## src/rtl/snts_pkg.sv

```systemverilog
`timescale 1ns / 1ps
// types and codes shared by the sigmoid neuron train step block
// no dependencies

package snts_pkg;

   localparam int CSR_IDX_W = 1;

   localparam logic [CSR_IDX_W-1:0] CSR_GAIN       = 1'd0;
   localparam logic [CSR_IDX_W-1:0] CSR_LEARN_RATE = 1'd1;

   localparam logic [1:0] OP_LOAD = 2'd0;
   localparam logic [1:0] OP_FWD  = 2'd1;
   localparam logic [1:0] OP_BWD  = 2'd2;
   localparam logic [1:0] OP_UPD  = 2'd3;

   localparam logic [1:0] KIND_ACT  = 2'd0;
   localparam logic [1:0] KIND_GRAD = 2'd1;
   localparam logic [1:0] KIND_UPD  = 2'd2;

   localparam logic [15:0] GAIN_RESET       = 16'd4096;
   localparam logic [14:0] LEARN_RATE_RESET = 15'd410;

   localparam logic [2:0] MUL_FWD = 3'd0;
   localparam logic [2:0] MUL_GLO = 3'd1;
   localparam logic [2:0] MUL_GHI = 3'd2;
   localparam logic [2:0] MUL_BWD = 3'd3;
   localparam logic [2:0] MUL_PR  = 3'd4;
   localparam logic [2:0] MUL_SP  = 3'd5;
   localparam logic [2:0] MUL_LT  = 3'd6;
   localparam logic [2:0] MUL_TA  = 3'd7;

   typedef struct packed {
      logic [1:0]         opcode;
      logic [3:0]         index;
      logic signed [15:0] value;
      logic signed [15:0] out_weight;
      logic               last;
   } req_type;

   typedef struct packed {
      logic [1:0]         kind;
      logic signed [15:0] result_value;
      logic signed [15:0] delta;
      logic [3:0]         slot;
   } rsp_type;

   typedef struct packed {
      logic       take;
      logic       wr_load;
      logic       wr_act;
      logic       mul_en;
      logic [2:0] mul_sel;
      logic       acc_fwd;
      logic       acc_bwd;
      logic       lo_save;
      logic       z_load;
      logic       s_load;
      logic       p_load;
      logic       t_load;
      logic       emit_act;
      logic       emit_grad;
      logic       emit_upd;
   } cmd_type;

   typedef struct packed {
      logic last;
      logic rsp_free;
   } status_type;

endpackage

```

## src/rtl/snts_ram.sv

```systemverilog
`timescale 1ns / 1ps
// generic single write port ram with registered read
// no dependencies

module snts_ram #(
   parameter int WIDTH = 16,
   parameter int DEPTH = 16
) (
   input  logic                                   clock,
   input  logic                                   wr_en,
   input  logic [((DEPTH > 1) ? $clog2(DEPTH) : 1)-1:0] wr_addr,
   input  logic [WIDTH-1:0]                       wr_data,
   input  logic                                   rd_en,
   input  logic [((DEPTH > 1) ? $clog2(DEPTH) : 1)-1:0] rd_addr,
   output logic [WIDTH-1:0]                       rd_data
);

   logic [WIDTH-1:0] mem_ff [DEPTH];
   logic [WIDTH-1:0] rd_data_ff;

   always_ff @(posedge clock) begin
      if (wr_en) begin
         mem_ff[wr_addr] <= wr_data;
      end
      if (rd_en) begin
         rd_data_ff <= mem_ff[rd_addr];
      end
   end

   assign rd_data = rd_data_ff;

endmodule

```

## src/rtl/snts_ctrl.sv

```systemverilog
`timescale 1ns / 1ps
// sequencer for the sigmoid neuron train step
// depends on snts_pkg

module snts_ctrl import snts_pkg::*; (
   input  logic       clock,
   input  logic       reset,
   input  logic       req_valid,
   output logic       req_ready,
   input  logic [1:0] req_opcode,
   input  status_type status,
   output cmd_type    cmd
);

   localparam logic [4:0] ST_IDLE = 5'd0;
   localparam logic [4:0] ST_LOAD = 5'd1;
   localparam logic [4:0] ST_FMUL = 5'd2;
   localparam logic [4:0] ST_FACC = 5'd3;
   localparam logic [4:0] ST_G0   = 5'd4;
   localparam logic [4:0] ST_G1   = 5'd5;
   localparam logic [4:0] ST_GSUM = 5'd6;
   localparam logic [4:0] ST_FOUT = 5'd7;
   localparam logic [4:0] ST_BMUL = 5'd8;
   localparam logic [4:0] ST_BACC = 5'd9;
   localparam logic [4:0] ST_BP   = 5'd10;
   localparam logic [4:0] ST_BPR  = 5'd11;
   localparam logic [4:0] ST_BD   = 5'd12;
   localparam logic [4:0] ST_BOUT = 5'd13;
   localparam logic [4:0] ST_U0   = 5'd14;
   localparam logic [4:0] ST_U1   = 5'd15;
   localparam logic [4:0] ST_U2   = 5'd16;
   localparam logic [4:0] ST_UOUT = 5'd17;

   logic [4:0] state_ff;
   logic [4:0] state_in;

   always_comb begin
      state_in  = state_ff;
      cmd       = '0;
      req_ready = 1'b0;
      case (state_ff)
         ST_IDLE: begin
            req_ready = 1'b1;
            if (req_valid) begin
               cmd.take = 1'b1;
               case (req_opcode)
                  OP_LOAD: state_in = ST_LOAD;
                  OP_FWD:  state_in = ST_FMUL;
                  OP_BWD:  state_in = ST_BMUL;
                  OP_UPD:  state_in = ST_U0;
                  default: state_in = ST_IDLE;
               endcase
            end
         end
         ST_LOAD: begin
            cmd.wr_load = 1'b1;
            state_in    = ST_IDLE;
         end
         ST_FMUL: begin
            cmd.mul_en  = 1'b1;
            cmd.mul_sel = MUL_FWD;
            cmd.wr_act  = 1'b1;
            state_in    = ST_FACC;
         end
         ST_FACC: begin
            cmd.acc_fwd = 1'b1;
            state_in    = status.last ? ST_G0 : ST_IDLE;
         end
         ST_G0: begin
            cmd.mul_en  = 1'b1;
            cmd.mul_sel = MUL_GLO;
            state_in    = ST_G1;
         end
         ST_G1: begin
            cmd.mul_en  = 1'b1;
            cmd.mul_sel = MUL_GHI;
            cmd.lo_save = 1'b1;
            state_in    = ST_GSUM;
         end
         ST_GSUM: begin
            cmd.z_load = 1'b1;
            state_in   = ST_FOUT;
         end
         ST_FOUT: begin
            if (status.rsp_free) begin
               cmd.emit_act = 1'b1;
               state_in     = ST_IDLE;
            end
         end
         ST_BMUL: begin
            cmd.mul_en  = 1'b1;
            cmd.mul_sel = MUL_BWD;
            state_in    = ST_BACC;
         end
         ST_BACC: begin
            cmd.acc_bwd = 1'b1;
            state_in    = status.last ? ST_BP : ST_IDLE;
         end
         ST_BP: begin
            cmd.s_load  = 1'b1;
            cmd.mul_en  = 1'b1;
            cmd.mul_sel = MUL_PR;
            state_in    = ST_BPR;
         end
         ST_BPR: begin
            cmd.p_load = 1'b1;
            state_in   = ST_BD;
         end
         ST_BD: begin
            cmd.mul_en  = 1'b1;
            cmd.mul_sel = MUL_SP;
            state_in    = ST_BOUT;
         end
         ST_BOUT: begin
            if (status.rsp_free) begin
               cmd.emit_grad = 1'b1;
               state_in      = ST_IDLE;
            end
         end
         ST_U0: begin
            cmd.mul_en  = 1'b1;
            cmd.mul_sel = MUL_LT;
            state_in    = ST_U1;
         end
         ST_U1: begin
            cmd.t_load = 1'b1;
            state_in   = ST_U2;
         end
         ST_U2: begin
            cmd.mul_en  = 1'b1;
            cmd.mul_sel = MUL_TA;
            state_in    = ST_UOUT;
         end
         ST_UOUT: begin
            if (status.rsp_free) begin
               cmd.emit_upd = 1'b1;
               state_in     = ST_IDLE;
            end
         end
         default: begin
            state_in = ST_IDLE;
         end
      endcase
   end

   always_ff @(posedge clock) begin
      if (reset) begin
         state_ff <= ST_IDLE;
      end else begin
         state_ff <= state_in;
      end
   end

endmodule

```

## src/rtl/snts_dp.sv

```systemverilog
`timescale 1ns / 1ps
// datapath: weight and activation stores, shared multiplier, accumulators,
// sigmoid table, csr registers and result register; depends on snts_pkg, snts_ram

module snts_dp import snts_pkg::*; #(
   parameter int FANIN           = 16,
   parameter int SIG_TABLE_DEPTH = 256
) (
   input  logic                 clock,
   input  logic                 reset,
   input  req_type              req_data,
   input  cmd_type              cmd,
   output status_type           status,
   output logic                 rsp_valid,
   input  logic                 rsp_ready,
   output rsp_type              rsp_data,
   input  logic                 csr_valid,
   output logic                 csr_ready,
   input  logic [CSR_IDX_W-1:0] csr_index,
   input  logic [15:0]          csr_data
);

   localparam int AW  = (FANIN > 1) ? $clog2(FANIN) : 1;
   localparam int TIW = $clog2(SIG_TABLE_DEPTH);
   localparam longint ONE_Q30 = 64'sd1 << 30;

   // sigmoid sample at left edge of interval k, evaluated at elaboration
   function automatic logic [12:0] sig_entry(input int k);
      longint num;
      longint a;
      longint u;
      longint term;
      longint e;
      longint nn;
      longint dd;
      longint q;
      int     i;
      num  = 16 * longint'(k) - 8 * longint'(SIG_TABLE_DEPTH);
      a    = (num < 0) ? -num : num;
      u    = ((a << 30) / SIG_TABLE_DEPTH) >> 4;
      term = ONE_Q30;
      e    = ONE_Q30;
      term = ((term * u) >> 30) / 1;  e = e - term;
      term = ((term * u) >> 30) / 2;  e = e + term;
      term = ((term * u) >> 30) / 3;  e = e - term;
      term = ((term * u) >> 30) / 4;  e = e + term;
      term = ((term * u) >> 30) / 5;  e = e - term;
      term = ((term * u) >> 30) / 6;  e = e + term;
      term = ((term * u) >> 30) / 7;  e = e - term;
      term = ((term * u) >> 30) / 8;  e = e + term;
      term = ((term * u) >> 30) / 9;  e = e - term;
      term = ((term * u) >> 30) / 10; e = e + term;
      term = ((term * u) >> 30) / 11; e = e - term;
      term = ((term * u) >> 30) / 12; e = e + term;
      term = ((term * u) >> 30) / 13; e = e - term;
      term = ((term * u) >> 30) / 14; e = e + term;
      term = ((term * u) >> 30) / 15; e = e - term;
      term = ((term * u) >> 30) / 16; e = e + term;
      for (i = 0; i < 4; i++) begin
         e = (e * e + (64'sd1 << 29)) >> 30;
      end
      // restoring division, quotient never exceeds 2048
      nn = 8192 * e + ONE_Q30 + e;
      dd = 2 * (ONE_Q30 + e);
      q  = 0;
      for (i = 12; i >= 0; i--) begin
         if (nn >= (dd << i)) begin
            nn = nn - (dd << i);
            q  = q + (64'sd1 << i);
         end
      end
      if (num <= 0) begin
         return q[12:0];
      end
      return 13'(4096 - q);
   endfunction

   function automatic logic signed [15:0] sat16w(input logic signed [56:0] v);
      if (v > 57'sd32767) begin
         return 16'sh7fff;
      end
      if (v < -57'sd32768) begin
         return 16'sh8000;
      end
      return v[15:0];
   endfunction

   // round half up by 2^12, then saturate
   function automatic logic signed [15:0] rs16(input logic signed [40:0] v);
      logic signed [40:0] r;
      r = (v + 41'sd2048) >>> 12;
      return sat16w({{16{r[40]}}, r});
   endfunction

   function automatic logic signed [39:0] sat40(input logic signed [40:0] v);
      if (v[40] != v[39]) begin
         return v[40] ? {1'b1, 39'd0} : {1'b0, {39{1'b1}}};
      end
      return v[39:0];
   endfunction

   // registers
   req_type            req_ff, req_in;
   logic signed [15:0] gain_ff, gain_in;
   logic [14:0]        lr_ff, lr_in;
   logic signed [39:0] facc_ff, facc_in;
   logic signed [39:0] bacc_ff, bacc_in;
   logic signed [15:0] oact_ff, oact_in;
   logic signed [15:0] lgrad_ff, lgrad_in;
   logic signed [39:0] prod_ff, prod_in;
   logic signed [39:0] part_ff, part_in;
   logic signed [15:0] z_ff, z_in;
   logic signed [15:0] s_ff, s_in;
   logic signed [19:0] p_ff, p_in;
   logic signed [15:0] t_ff, t_in;
   logic               wok_ff, wok_in;
   logic               aok_ff, aok_in;
   logic [FANIN-1:0]   wvld_ff, wvld_in;
   logic [FANIN-1:0]   avld_ff, avld_in;
   rsp_type            rsp_ff, rsp_in;
   logic               rsp_valid_ff, rsp_valid_in;

   // store access
   logic               in_ok;
   logic               cur_ok;
   logic [AW-1:0]      in_addr;
   logic [AW-1:0]      cur_addr;
   logic [15:0]        w_ram;
   logic [15:0]        a_ram;
   logic signed [15:0] w_rd;
   logic signed [15:0] a_rd;
   logic               w_we;
   logic [15:0]        w_wd;
   logic               a_we;

   // arithmetic
   logic signed [17:0] mul_a;
   logic signed [21:0] mul_b;
   logic signed [39:0] mul_p;
   logic signed [56:0] zsum;
   logic signed [56:0] zr;
   logic signed [40:0] pr;
   logic signed [15:0] prod_rs;
   logic signed [16:0] nsum;
   logic signed [15:0] new_w;
   logic [15:0]        zu;
   logic [16+TIW:0]    tprod;
   logic [TIW-1:0]     ti;
   logic signed [15:0] sig_val;
   logic [12:0]        sig_rom [SIG_TABLE_DEPTH];

   for (genvar k = 0; k < SIG_TABLE_DEPTH; k++) begin : g_sig
      assign sig_rom[k] = sig_entry(k);
   end

   assign in_ok    = 32'(req_data.index) < FANIN;
   assign cur_ok   = 32'(req_ff.index) < FANIN;
   assign in_addr  = AW'(req_data.index);
   assign cur_addr = AW'(req_ff.index);

   assign w_rd = wok_ff ? $signed(w_ram) : 16'sd0;
   assign a_rd = aok_ff ? $signed(a_ram) : 16'sd0;

   assign w_we = (cmd.wr_load || cmd.emit_upd) && cur_ok;
   assign w_wd = cmd.emit_upd ? new_w : req_ff.value;
   assign a_we = cmd.wr_act && cur_ok;

   snts_ram #(
      .WIDTH (16),
      .DEPTH (FANIN)
   ) u_wram (
      .clock   (clock),
      .wr_en   (w_we),
      .wr_addr (cur_addr),
      .wr_data (w_wd),
      .rd_en   (cmd.take),
      .rd_addr (in_addr),
      .rd_data (w_ram)
   );

   snts_ram #(
      .WIDTH (16),
      .DEPTH (FANIN)
   ) u_aram (
      .clock   (clock),
      .wr_en   (a_we),
      .wr_addr (cur_addr),
      .wr_data (req_ff.value),
      .rd_en   (cmd.take),
      .rd_addr (in_addr),
      .rd_data (a_ram)
   );

   // shared multiplier operand select
   always_comb begin
      mul_a = '0;
      mul_b = '0;
      case (cmd.mul_sel)
         MUL_FWD: begin
            mul_a = {{2{req_ff.value[15]}}, req_ff.value};
            mul_b = {{6{w_rd[15]}}, w_rd};
         end
         MUL_GLO: begin
            mul_a = {{2{gain_ff[15]}}, gain_ff};
            mul_b = {2'b00, facc_ff[19:0]};
         end
         MUL_GHI: begin
            mul_a = {{2{gain_ff[15]}}, gain_ff};
            mul_b = {{2{facc_ff[39]}}, facc_ff[39:20]};
         end
         MUL_BWD: begin
            mul_a = {{2{req_ff.value[15]}}, req_ff.value};
            mul_b = {{6{req_ff.out_weight[15]}}, req_ff.out_weight};
         end
         MUL_PR: begin
            mul_a = 18'sd4096 - {{2{oact_ff[15]}}, oact_ff};
            mul_b = {{6{oact_ff[15]}}, oact_ff};
         end
         MUL_SP: begin
            mul_a = {{2{s_ff[15]}}, s_ff};
            mul_b = {{2{p_ff[19]}}, p_ff};
         end
         MUL_LT: begin
            mul_a = {3'b000, lr_ff};
            mul_b = {{6{lgrad_ff[15]}}, lgrad_ff};
         end
         MUL_TA: begin
            mul_a = {{2{t_ff[15]}}, t_ff};
            mul_b = {{6{a_rd[15]}}, a_rd};
         end
         default: begin
            mul_a = '0;
            mul_b = '0;
         end
      endcase
   end

   assign mul_p = mul_a * mul_b;

   // gain times accumulator from two partial products
   assign zsum = ({{17{prod_ff[39]}}, prod_ff} <<< 20) + {{17{part_ff[39]}}, part_ff};
   assign zr   = (zsum + 57'sd8388608) >>> 24;

   assign pr      = ({prod_ff[39], prod_ff} + 41'sd2048) >>> 12;
   assign prod_rs = rs16({prod_ff[39], prod_ff});

   assign nsum  = {w_rd[15], w_rd} + {prod_rs[15], prod_rs};
   assign new_w = (nsum[16] != nsum[15]) ? (nsum[16] ? 16'sh8000 : 16'sh7fff) : nsum[15:0];

   // table index ((z + 32768) * depth) >> 16
   assign zu      = {~z_ff[15], z_ff[14:0]};
   assign tprod   = {{(TIW + 1){1'b0}}, zu} * (17 + TIW)'(SIG_TABLE_DEPTH);
   assign ti      = tprod[15+TIW:16];
   assign sig_val = {3'b000, sig_rom[ti]};

   always_comb begin
      req_in       = cmd.take ? req_data : req_ff;
      gain_in      = gain_ff;
      lr_in        = lr_ff;
      facc_in      = facc_ff;
      bacc_in      = bacc_ff;
      oact_in      = oact_ff;
      lgrad_in     = lgrad_ff;
      prod_in      = cmd.mul_en ? mul_p : prod_ff;
      part_in      = cmd.lo_save ? prod_ff : part_ff;
      z_in         = cmd.z_load ? sat16w(zr) : z_ff;
      s_in         = cmd.s_load ? rs16({bacc_ff[39], bacc_ff}) : s_ff;
      p_in         = cmd.p_load ? pr[19:0] : p_ff;
      t_in         = cmd.t_load ? prod_rs : t_ff;
      wok_in       = wok_ff;
      aok_in       = aok_ff;
      wvld_in      = wvld_ff;
      avld_in      = avld_ff;
      rsp_in       = rsp_ff;
      rsp_valid_in = rsp_valid_ff && !rsp_ready;

      if (csr_valid) begin
         case (csr_index)
            CSR_GAIN:       gain_in = csr_data;
            CSR_LEARN_RATE: lr_in   = csr_data[14:0];
            default: ;
         endcase
      end

      if (cmd.take) begin
         wok_in = in_ok && wvld_ff[in_addr];
         aok_in = in_ok && avld_ff[in_addr];
      end
      if (w_we) begin
         wvld_in[cur_addr] = 1'b1;
      end
      if (a_we) begin
         avld_in[cur_addr] = 1'b1;
      end

      if (cmd.acc_fwd) begin
         facc_in = sat40({facc_ff[39], facc_ff} + {prod_ff[39], prod_ff});
      end
      if (cmd.acc_bwd) begin
         bacc_in = sat40({bacc_ff[39], bacc_ff} + {prod_ff[39], prod_ff});
      end

      if (cmd.emit_act) begin
         oact_in             = sig_val;
         facc_in             = '0;
         rsp_in.kind         = KIND_ACT;
         rsp_in.result_value = sig_val;
         rsp_in.delta        = '0;
         rsp_in.slot         = '0;
         rsp_valid_in        = 1'b1;
      end
      if (cmd.emit_grad) begin
         lgrad_in            = prod_rs;
         bacc_in             = '0;
         rsp_in.kind         = KIND_GRAD;
         rsp_in.result_value = prod_rs;
         rsp_in.delta        = '0;
         rsp_in.slot         = '0;
         rsp_valid_in        = 1'b1;
      end
      if (cmd.emit_upd) begin
         rsp_in.kind         = KIND_UPD;
         rsp_in.result_value = new_w;
         rsp_in.delta        = prod_rs;
         rsp_in.slot         = req_ff.index;
         rsp_valid_in        = 1'b1;
      end
   end

   always_ff @(posedge clock) begin
      if (reset) begin
         gain_ff      <= GAIN_RESET;
         lr_ff        <= LEARN_RATE_RESET;
         facc_ff      <= '0;
         bacc_ff      <= '0;
         oact_ff      <= '0;
         lgrad_ff     <= '0;
         wvld_ff      <= '0;
         avld_ff      <= '0;
         rsp_valid_ff <= 1'b0;
      end else begin
         gain_ff      <= gain_in;
         lr_ff        <= lr_in;
         facc_ff      <= facc_in;
         bacc_ff      <= bacc_in;
         oact_ff      <= oact_in;
         lgrad_ff     <= lgrad_in;
         wvld_ff      <= wvld_in;
         avld_ff      <= avld_in;
         rsp_valid_ff <= rsp_valid_in;
      end
   end

   always_ff @(posedge clock) begin
      req_ff  <= req_in;
      prod_ff <= prod_in;
      part_ff <= part_in;
      z_ff    <= z_in;
      s_ff    <= s_in;
      p_ff    <= p_in;
      t_ff    <= t_in;
      wok_ff  <= wok_in;
      aok_ff  <= aok_in;
      rsp_ff  <= rsp_in;
   end

   assign status.last     = req_ff.last;
   assign status.rsp_free = !rsp_valid_ff || rsp_ready;

   assign rsp_valid = rsp_valid_ff;
   assign rsp_data  = rsp_ff;
   assign csr_ready = 1'b1;

endmodule

```

## src/rtl/sigmoid_neuron_train_step.sv

```systemverilog
`timescale 1ns / 1ps
// one transaction at a time; req_ready is high only while the sequencer is idle
// a load writes its weight; a forward or backward element multiplies then accumulates;
// the last element adds gain or gradient steps and a weight update multiplies twice, all
// on the single shared 18x22 multiplier and its registered product; the response
// shows on rsp_valid the cycle after the last step and is held in an output register
// synchronous reset: stores read as zero, accumulators cleared, gain 4096, learn rate 410

module sigmoid_neuron_train_step import snts_pkg::*; #(
   parameter int FANIN           = 16,
   parameter int SIG_TABLE_DEPTH = 256
) (
   input  logic                 clock,
   input  logic                 reset,
   input  logic                 req_valid,
   output logic                 req_ready,
   input  req_type              req_data,
   output logic                 rsp_valid,
   input  logic                 rsp_ready,
   output rsp_type              rsp_data,
   input  logic                 csr_valid,
   output logic                 csr_ready,
   input  logic [CSR_IDX_W-1:0] csr_index,
   input  logic [15:0]          csr_data
);

   cmd_type    cmd;
   status_type status;

   snts_ctrl u_ctrl (
      .clock      (clock),
      .reset      (reset),
      .req_valid  (req_valid),
      .req_ready  (req_ready),
      .req_opcode (req_data.opcode),
      .status     (status),
      .cmd        (cmd)
   );

   snts_dp #(
      .FANIN           (FANIN),
      .SIG_TABLE_DEPTH (SIG_TABLE_DEPTH)
   ) u_dp (
      .clock     (clock),
      .reset     (reset),
      .req_data  (req_data),
      .cmd       (cmd),
      .status    (status),
      .rsp_valid (rsp_valid),
      .rsp_ready (rsp_ready),
      .rsp_data  (rsp_data),
      .csr_valid (csr_valid),
      .csr_ready (csr_ready),
      .csr_index (csr_index),
      .csr_data  (csr_data)
   );

endmodule
```

## config.mk

```make
export PLATFORM = sky130hd
export DESIGN_NAME = sigmoid_neuron_train_step
export DESIGN_NICKNAME = d
export VERILOG_FILES = /design/src/rtl/snts_pkg.sv /design/src/rtl/snts_ram.sv /design/src/rtl/snts_ctrl.sv /design/src/rtl/snts_dp.sv /design/src/rtl/sigmoid_neuron_train_step.sv
export SDC_FILE = /design/constraint.sdc
export NUM_CORES = 2
export LEC_CHECK = 0
export BUFFER_PORTS_ARGS = -buffer_cell sky130_fd_sc_hd__buf_4
export CAP_MARGIN = 20
export CORE_MARGIN = 8
export CORE_UTILIZATION = 26
export DETAILED_ROUTE_END_ITERATION = 12
export GPL_TIMING_DRIVEN = 0
export HOLD_SLACK_MARGIN = 0.02
export PLACE_DENSITY_LB_ADDON = 0.1
export SETUP_SLACK_MARGIN = 0.1
export SLEW_MARGIN = 20
export SYNTH_ARGS = -nofsm -noshare
export SYNTH_HDL_FRONTEND = slang
export SYNTH_HIERARCHICAL = 1
export SYNTH_SLANG_ARGS = --single-unit
export TNS_END_PERCENT = 100
```

## constraint.sdc

```tcl
create_clock -name clock -period 12.95 [get_ports clock]
set_input_delay 0.6475 -clock clock [delete_from_list [all_inputs] [get_ports clock]]
set_output_delay 0.6475 -clock clock [all_outputs]
set_load 0.02 [all_outputs]
```

==> results.yml <==
outcome:
  status: "complete, no violations"
detailed_routing:
  dr.pass1.iters: 6
  drt-total-wl_mm: 246
  drtIter0Drc: 3948
  drc: 0
  viasPerCell: 4.94
  antenna_left: 0
  via_count: 45200
  post_drt_wl_per_cell_um: 26.9
clock_network:
  path_clk_slew_ns: 0.08
  insertion_delay_ns: 0.78
  root_buffer: "clkbuf_16"
  cts_sinks: 918
  cts_setup_buffers: 0
  cts_max_level: 3
  cts_buffers: 111
  clk_path_buf_depth: 3
  cts_tree: "built"
logic_synthesis:
  synth_warnings: 6
  synth_top_cell_by_area: "edfxtp_1"
  synth_edf_count: 739
  ys_seq_area_share_pct: 42.2
  synthArstFlopShare_pct: 0
  ys_ff_latch: 918
  syn_inst: 5619
  synthTopCellsByArea: "edfxtp_1 (36%), fa_1 (13%), dfxtp_1 (5.9%)"
  yosysTopAreaCellShare_pct: 36.4
  syn_nets: 6344
  synth.avg_cell_area_um2: 10.9
  netlist_area_um2: 61000
  synth_cell_types: 105
  synth_ff_type: "edfxtp_1"
grt:
  antenna_found_initial: 11
  grt_pass1_wl_mm: 350
  grt_max_degree: 37
  gr-total-overflow: 0
  grt_use_total_pct: 19.2
  grt_pass1_vias: 45700
worst_setup_path:
  critical_path_arrival_ns: 12.75
  crit_top_cell: "fa_1"
  setup.worst_path.class: "reg2reg"
  timing.critical_path.max_delay_family: "adder cells"
  cp.required_ns: 13.42
  critical-path-slowest-cell: "a21oi_1"
  startpoint_type: "flop"
  slowest_delay_ns: 0.75
  critPathBufInv: 11
  critPathMaxFanout: 10
  end_kind: "flop"
timing:
  finalCritPeriodShare_pct: 94.8
  finalMaxSlewViolations: 0
  skew_ns: 0.0823
  fin_crit_ns: 12.28
  worst_slew_pin_slew_ns: 1.26
  relSlewSlack_pct: 15.6
  finalSetupViolCount: 0
  rsz0062_at_grt: "false"
  clock.fmax_mhz: 81.5
  hold_viol_final: 0
finish:
  layout-drive-gt1-share_pct: 11.3
  syn2layout_area_growth_pct: 15.8
  final_cell_area_um2: 70700
  layout.nets: 6626
  fillers: 24400
  fin_util_pct: 30.2
hold_path:
  hp-class: "in2reg"
floorplanning:
  die_w_um: 500
  dieArea_um2: 250000
  io_pins: 102
  num_rows: 178
  start_util_pct: 26.0
  dieHeight_um: 500
  core_region_area_um2: 234000
placed_design:
  gp_congestion: 0.936
  place_hpwl_mm: 192
  portBuffers: 100
  place_area_um2: 66700
run:
  maxCapViolCount: 0
[path summary, 6_finish.rpt]
| check | to | start | slack (ns) | depth (start not counted) |
|---|---|---|---|---|
| max | u_dp/prod_ff[39] | u_ctrl/state_ff[3] | 0.67 | 36 |
| min | u_dp/req_ff[27] | req_data[27] | 0.09 | 1 |
| max reg2reg | u_dp/prod_ff[39] | u_ctrl/state_ff[3] | 0.67 | 36 |
| min reg2reg | u_dp/avld_ff[14] | u_dp/avld_ff[14] | 0.46 | 2 |
[cell families (layout without fill, tap and decap cells)]
kind of cell,count (synthesis),count (layout),synth area share (%)
other,1,5,0.00614
DFF,918,918,42.2
xor gates and xnor gates,201,201,2.88
muxes,197,197,6.37
adders and majority gates,706,706,19.1
buffers and inverters,870,1251,5.62
and+or+nand+nor,1488,1488,10.9
AOI/OAI and AO/OA,1238,1238,12.9
[worst register-to-register path: cells and delay by family (launching register included)]
kind                       cells  cell delay (ns)
buffers and inverters         11             2.82
and+or+nand+nor                5             1.46
AOI/OAI and AO/OA             12             3.37
adders and majority gates      7             3.52
DFF                            1             0.36
xor gates and xnor gates       1             0.50
[per-stage QoR]
step,cells,setup WS [ns],hold WS [ns],TNS [ns]
2_1_floorplan,5619,3.84,0.431,0
3_3_place_gp,8869,-0.0940,0.444,-0.0940
3_5_place_dp,8923,0.130,0.450,0
4_1_cts,9149,0.145,0.0242,0
5_1_grt,9150,0.124,0.0467,0
6_report,9154,0.673,0.0875,0
[area by class of cell]
class                      instances  area, µm²  share of cell area, %
antenna                            4       10.0                 0.0142
tap                             3150       3940                   5.58
buffer                           286       1240                   1.75
timing repair buffer             169       1500                   2.12
clock inverter                    57        643                  0.910
inverter                         584       2190                   3.10
sequential                       918      25800                   36.5
multi-input combinational       3831      32200                   45.6
clock buffer                     155       3180                   4.49
[cells in the final DEF, fill, tap and decap left out, types with 29 or more instances in the layout]
master | netlist | final
a211oi_1 | 45 | 45
a21o_1 | 97 | 97
a21oi_1 | 403 | 393
a22oi_1 | 76 | 75
a31oi_1 | 32 | 30
and2_1 | 58 | 57
and3_1 | 39 | 39
buf_1 | 30 | 30
buf_2 | 30 | 31
buf_4 | 8 | 129
buf_6 | 13 | 29
clkbuf_1 | 205 | 228
clkbuf_16 | 0 | 114
dfxtp_1 | 179 | 179
edfxtp_1 | 739 | 739
fa_1 | 382 | 382
ha_1 | 282 | 282
inv_1 | 580 | 580
maj3_2 | 39 | 39
mux2i_1 | 40 | 40
mux4_2 | 126 | 126
nand2_1 | 496 | 496
nand2b_1 | 46 | 46
nand3_1 | 88 | 87
nor2_1 | 532 | 504
nor2b_1 | 37 | 37
nor3_1 | 73 | 64
o21a_1 | 31 | 31
o21ai_0 | 254 | 245
o21ai_1 | 40 | 34
o21bai_1 | 34 | 34
xnor2_1 | 127 | 127
xor2_1 | 74 | 74
[synth_stat cells (40+ instances only)]
master,number
mux2i_1,40
xnor2_1,127
nor3_1,73
edfxtp_1,739
a21o_1,97
and2_1,58
xor2_1,74
nand3_1,88
nand2_1,496
ha_1,282
o21ai_0,254
nor2_1,532
clkbuf_1,205
nand2b_1,46
a211oi_1,45
o21ai_1,40
inv_1,580
a22oi_1,76
mux4_2,126
dfxtp_1,179
a21oi_1,403
fa_1,382
[state kept, by name, summed over array words and instances (netlist names), 15 cells and up]
register,flops
u_dp/gain_ff,16
u_dp/u_wram/rd_data,16
u_dp/s_ff,16
u_dp/avld_ff,16
u_dp/lr_ff,15
u_dp/u_aram/mem_ff,256
u_dp/facc_ff,40
u_dp/part_ff,20
u_dp/u_aram/rd_data,16
u_dp/bacc_ff,40
u_dp/rsp_data,38
u_dp/u_wram/mem_ff,256
u_dp/wvld_ff,16
u_dp/prod_ff,40
u_dp/lgrad_ff,16
u_dp/t_ff,16
u_dp/req_ff,32
u_dp/p_ff,20
[timing repair]
item / 4_1_cts / 5_1_grt
hold buffers: 14 / 0
gates resized for setup: 0 / 11
hold endpoints to repair: 14 / 0
setup endpoints to repair: 0 / 6
[metal layers]
metal / up-vias / global-route usage [%] / share of wire, %
li1: 20500 / - / -
met1: 23200 / 26.9 / 46
met2: 1164 / 31.4 / 46
met3: 294 / 2.02 / 4.0
met4: 2 / 5.50 / 3.2
met5: - / 0 / 0.0053
Power is left out: the tool's default activity adds up to more than one toggle a clock period on the data nets, which glitch-free logic cannot reach.
